File: config.mk
export PLATFORM = sky130hd
export DESIGN_NAME = crc8fc_step
export DESIGN_NICKNAME = d
export VERILOG_FILES = /design/src/crc8fc_pkg.sv /design/src/crc8fc_step.sv
export SDC_FILE = /design/constraint.sdc
export NUM_CORES = 1
export LEC_CHECK = 0
export ABC_CLOCK_PERIOD_IN_PS = 3300
export BUFFER_PORTS_ARGS = -buffer_cell sky130_fd_sc_hd__buf_2
export CORE_MARGIN = 1.5
export CORE_UTILIZATION = 35
export DETAILED_ROUTE_END_ITERATION = 6
export GPL_ROUTABILITY_DRIVEN = 0
export PLACE_DENSITY_LB_ADDON = 0.3
export REMOVE_ABC_BUFFERS = 1
export SETUP_SLACK_MARGIN = 0.1
export SYNTH_ARGS = -nofsm -noshare
export SYNTH_HDL_FRONTEND = slang
export SYNTH_SLANG_ARGS = --single-unit
File: constraint.sdc
create_clock -name vclk -period 3.3
set_clock_uncertainty 0.2 [all_clocks]
set_input_delay 0.33 -clock vclk [all_inputs]
set_output_delay 0.33 -clock vclk [all_outputs]
set_load 0.01 [all_outputs]
File: src/crc8fc_pkg.sv
`timescale 1ns / 1ps
// crc8fc_pkg: shared types, codes and the byte-wide crc update for the
// crc8 frame checker. no dependencies.
package crc8fc_pkg;

  localparam logic [7:0] CRC_POLY = 8'h8C;

  typedef enum logic [1:0] {
    PH_CRC     = 2'd0,
    PH_SIZE    = 2'd1,
    PH_PAYLOAD = 2'd2
  } phase_t;

  typedef enum logic [1:0] {
    ST_OK   = 2'd0,
    ST_CRC  = 2'd1,
    ST_SIZE = 2'd2
  } status_t;

  // frame tracking state
  typedef struct packed {
    phase_t     phase;
    logic [7:0] received_crc;
    logic [7:0] running_crc;
    logic [7:0] bytes_left;
    logic [7:0] frame_length;
    logic       oversize;
  } frame_state_t;

  // one result word, plus whether the byte produces one at all
  typedef struct packed {
    logic       has;
    logic [7:0] payload_byte;
    logic       byte_valid;
    logic       frame_end;
    status_t    status;
    logic [7:0] length;
  } frame_result_t;

  // reflected crc-8, lsb first, eight bit steps
  function automatic logic [7:0] crc8_byte(input logic [7:0] crc_in, input logic [7:0] data);
    logic [7:0] crc;
    logic [7:0] d;
    crc = crc_in;
    d   = data;
    for (int k = 0; k < 8; k++) begin
      if (crc[0] ^ d[0]) begin
        crc = (crc >> 1) ^ CRC_POLY;
      end else begin
        crc = crc >> 1;
      end
      d = d >> 1;
    end
    return crc;
  endfunction

endpackage

File: src/crc8fc_step.sv
`timescale 1ns / 1ps
// crc8fc_step: next-state and result logic for one received byte.
// depends on crc8fc_pkg.
module crc8fc_step (
  input  crc8fc_pkg::frame_state_t  cur,
  input  logic [7:0]                max_payload_bytes,
  input  logic [7:0]                rx_byte,
  output crc8fc_pkg::frame_state_t  nxt,
  output crc8fc_pkg::frame_result_t res
);
  import crc8fc_pkg::*;

  logic [7:0] crc_size;
  logic [7:0] crc_pay;
  logic [7:0] left_dec;
  logic       last;

  assign crc_size = crc8_byte(8'h00, rx_byte);
  assign crc_pay  = crc8_byte(cur.running_crc, rx_byte);
  assign left_dec = cur.bytes_left - 8'd1;
  assign last     = (left_dec == 8'd0);

  always_comb begin
    nxt = cur;
    res = '0;
    unique case (cur.phase)
      PH_SIZE: begin
        nxt.running_crc = crc_size;
        if (rx_byte == 8'd0) begin
          nxt.phase     = PH_CRC;
          res.has       = 1'b1;
          res.frame_end = 1'b1;
          res.status    = ST_SIZE;
        end else if (rx_byte == 8'd1) begin
          // empty payload, frame closes on the size byte
          nxt.phase     = PH_CRC;
          res.has       = 1'b1;
          res.frame_end = 1'b1;
          res.status    = (crc_size == cur.received_crc) ? ST_OK : ST_CRC;
        end else begin
          nxt.frame_length = rx_byte - 8'd1;
          nxt.bytes_left   = rx_byte - 8'd1;
          nxt.oversize     = ((rx_byte - 8'd1) > max_payload_bytes);
          nxt.phase        = PH_PAYLOAD;
        end
      end
      PH_PAYLOAD: begin
        nxt.running_crc = crc_pay;
        nxt.bytes_left  = left_dec;
        if (last) begin
          nxt.phase = PH_CRC;
        end
        if (cur.oversize) begin
          if (last) begin
            res.has       = 1'b1;
            res.frame_end = 1'b1;
            res.status    = ST_SIZE;
            res.length    = cur.frame_length;
          end
        end else begin
          res.has          = 1'b1;
          res.payload_byte = rx_byte;
          res.byte_valid   = 1'b1;
          if (last) begin
            res.frame_end = 1'b1;
            res.status    = (crc_pay == cur.received_crc) ? ST_OK : ST_CRC;
            res.length    = cur.frame_length;
          end
        end
      end
      default: begin
        // crc byte, also the unused phase code
        nxt.received_crc = rx_byte;
        nxt.running_crc  = 8'h00;
        nxt.phase        = PH_SIZE;
      end
    endcase
  end

endmodule

Word level (Yosys, flattened, before mapping)

Index checks and enable logic that the tools add are counted.

Bits in registers: 0
Input bits: 51

Multiplexer cells: 42
Bitwise logic cells: 30
Reduce and logical (&&, ||, !) cells: 3
Eq/ne operators: 5
$lt $le $gt $ge: 1
Add/subtract/negate cells: 2

Operators with widths:

| kind                                                               | number |
|---|---|
| 8-bit two-way mux                                                  | 18 |
| 2-bit inverter with 3-bit output                                   | 15 |
| 17-bit two-way mux                                                 | 2 |
| 11-bit two-way mux                                                 | 3 |
| 8-bit one-hot mux with 2 select lines                              | 2 |
| 9-bit two-way mux                                                  | 3 |
| 8-bit == test                                                      | 2 |
| 8-bit logical NOT                                                  | 2 |
| 8-bit by 1-bit subtractor with 8-bit output, second input constant | 2 |
| 1-bit XOR                                                          | 15 |
| 8-bit by 1-bit == test with 1-bit output, second input constant    | 1 |
| 8-bit greater-than comparator                                      | 1 |
| 1-bit two-way mux                                                  | 6 |
| 2-bit two-way mux                                                  | 3 |
| 3-bit two-way mux                                                  | 2 |
| 3-bit one-hot mux with 2 select lines                              | 1 |
| 2-bit one-hot mux with 2 select lines                              | 1 |
| 2-bit by 1-bit == test with 1-bit output, second input constant    | 1 |
| 2-bit == test, second input constant                               | 1 |
| 1-bit one-hot mux with 2 select lines                              | 1 |
| 2-bit OR reduction                                                 | 1 |

Depth between registers and ports, before layout

Depth after elaboration: 21
Mapped depth: 12
Gate-level depth less buffers: 11

Worst setup path before layout

OpenSTA, ideal clock, no wires.

Path type: input-to-output
From: in rx_byte[2]
To: out nxt[0] (netlist name)
Cell stages on the path: 12
Data required time: 2.770 ns
Setup slack: 0.342 ns
Arrival time: 2.428 ns
Cells stage by stage: buf_2 inv_1 ha_1 a21boi_0 xor2_1 ha_1 nand3_1 o22ai_1 o21ai_0 nand2b_1 a2111oi_0 o31ai_1

RTL lines:

| what               | RTL line         | source |
|---|---|---|
| start: declaration | crc8fc_step.sv:7 | `input logic [7:0] rx_byte,` |
| end: declaration   | crc8fc_step.sv:8 | `output crc8fc_pkg::frame_state_t nxt,` |

==> impl_metrics.yaml <==
run_status:
  outcome: "completed"
sta:
  finalCritPeriodShare: 0.918
  final_hold_viol_count: 0
  grt_setup_unrepaired: "false"
  period_needed_ns: 3.03
  finalSetupTns_ns: 0
  setup_viol: 0
  setup_ws_ns: 0.269
  max_freq_mhz: 330
  slew_viol_final: 0
  tightestPinTransition_ns: 0.550
  slew_headroom: 0.633
layout:
  final_cell_mix: "buf_2 (107), nor2_1 (30), xnor2_1 (29)"
  syn2layout_area_growth_pct: 33.6
  mostFrequentLayoutCell: "buf_2"
  utilization: 0.487
  final_nets: 465
  num_antenna_cells: 0
  clock_buffers: 0
  seq_cells: 0
  seq_area_um2: 0
  final_cells: 468
  drive_gt1_frac: 0.374
  nFillCells: 618
synth:
  synth_cell_types: 56
  yosysWarnings: 0
  synthCells: 291
  netlist_area_um2: 2020
  yosysSeqAreaShare: 0
  postSynthAreaPerCell_um2: 6.94
global_route:
  grt_usage: 0.201
  grt_pass1_wl_um: 10500
  antenna_found_initial: 0
  grt_pass1_vias: 2219
  grt_max_degree: 22
  grt.overflow.total: 0
power_and_ir_drop:
  p_leak_nw: 1.41
  p_per_area_nw_per_um2: 196
  irDropWorstVdd_mv: 0.0807
job:
  maxCapViolCount: 0
worst_setup_path:
  critPathRequiredTime_ns: 2.77
  path_delay_family: "compound AO/OA/AOI/OAI gates"
  startpoint_type: "primary input"
  critical_path_class: "in -> out"
  crit_buf_inv: 5
  path_cells: "buf_2 > inv_1 > buf_4 > ha_1 > xnor2_2 > inv_1 > ha_1 > a21oi_1 > o22ai_1 > o21ai_0 > nand2b_1 > a2111oi_2 > o31ai_1 > buf_2"
  cp_max_fo: 4
  cp_slowest_cell: "a2111oi_2"
  crit_arrival_ns: 2.50
  end_kind: "output port"
  max_stage_delay_ns: 0.30
detailed_routing:
  vias_per_cell: 5.05
  drt-wirelength-per-cell_um: 13.7
  wl_um: 6430
  vias: 2362
  drc: 0
  first_pass_iters: 4
  ant_nets: 0
  drt_iter0_drc: 133
hold_path:
  hold_class: "in -> out"
placed_design:
  dp_hpwl_um: 5430
  dp.cells: 468
  post-place-ws_ns: 0.0839
  port_buffers: 107
die:
  boundaryPins: 107
  core_area_um2: 5540
  rows: 27
  start_util: 0.364
  die_area_um2: 6230
  die_y_um: 78.9
  die_x_um: 78.9
clocking:
  cts_setup_buffers: 0
cell families after synthesis:
group,share of synthesized area
and+or+nand+nor,0.266
adders and majority gates,0.0992
muxes,0.0620
AOI/OAI and AO/OA,0.193
buffers and inverters,0.0942
xor gates and xnor gates,0.285
cell type report:
type / instances / area, um^2 / area share
inverter: 24 / 90.1 / 0.0334
multi-input combinational: 247 / 1850 / 0.684
tap: 72 / 90.1 / 0.0334
timing repair buffer: 125 / 671 / 0.249
power by group:
group,internal (W),switching (W),total [W]
Sequential,0,0,0
Clock,0,0,0
Combinational,0.000244,0.000285,0.000529
Total,0.000244,0.000285,0.000529
worst min-delay path, cell delays in order:
cell	delay, ns
buf_2	0.08
a21o_1	0.09
buf_2	0.12
cell usage after synthesis (all sizes together), types with 7 or more instances:
library cell	instances	area share
a21oi	15	0.039
and2	14	0.043
buf	8	0.027
clkbuf	12	0.022
ha	16	0.099
inv	23	0.043
mux2	9	0.052
nand2	19	0.035
nand3	7	0.017
nor2	30	0.056
nor3	10	0.025
o21ai	16	0.040
xnor2	37	0.20
xor2	14	0.064
routing by layer:
metal	up-vias	GRT usage	part of all wire
met5	-	0	0
met4	0	0.00175	0
met3	0	0.0115	0.055
met2	64	0.358	0.48
met1	1091	0.283	0.46
li1	1207	-	-
final timing paths:
path                  startpoint  cells after the start  slack (ns)     end
worst max-delay path  rx_byte[1]                     14        0.27  nxt[0]
worst min-delay path      cur[5]                      3        0.76  nxt[5]
timing repair:
action / in CTS / in global routing
setup endpoints to repair: 1 / 1
hold buffers: 0 / 0
pin swaps: 0 / 1
gates resized for setup: 1 / 4
metrics by stage:
stage | instance area [um^2] | hold WS (ns) | power (W)
6_report | 2700 | 0.756 | 0.000529
5_1_grt | 2700 | 0.777 | 0.000580
4_1_cts | 2680 | 0.760 | 0.000524
3_5_place_dp | 2680 | 0.759 | 0.000522
3_3_place_gp | 2680 | 0.756 | 0.000515
2_1_floorplan | 1920 | 0.507 | 0.000344
Power figures use the tool's default switching activity.
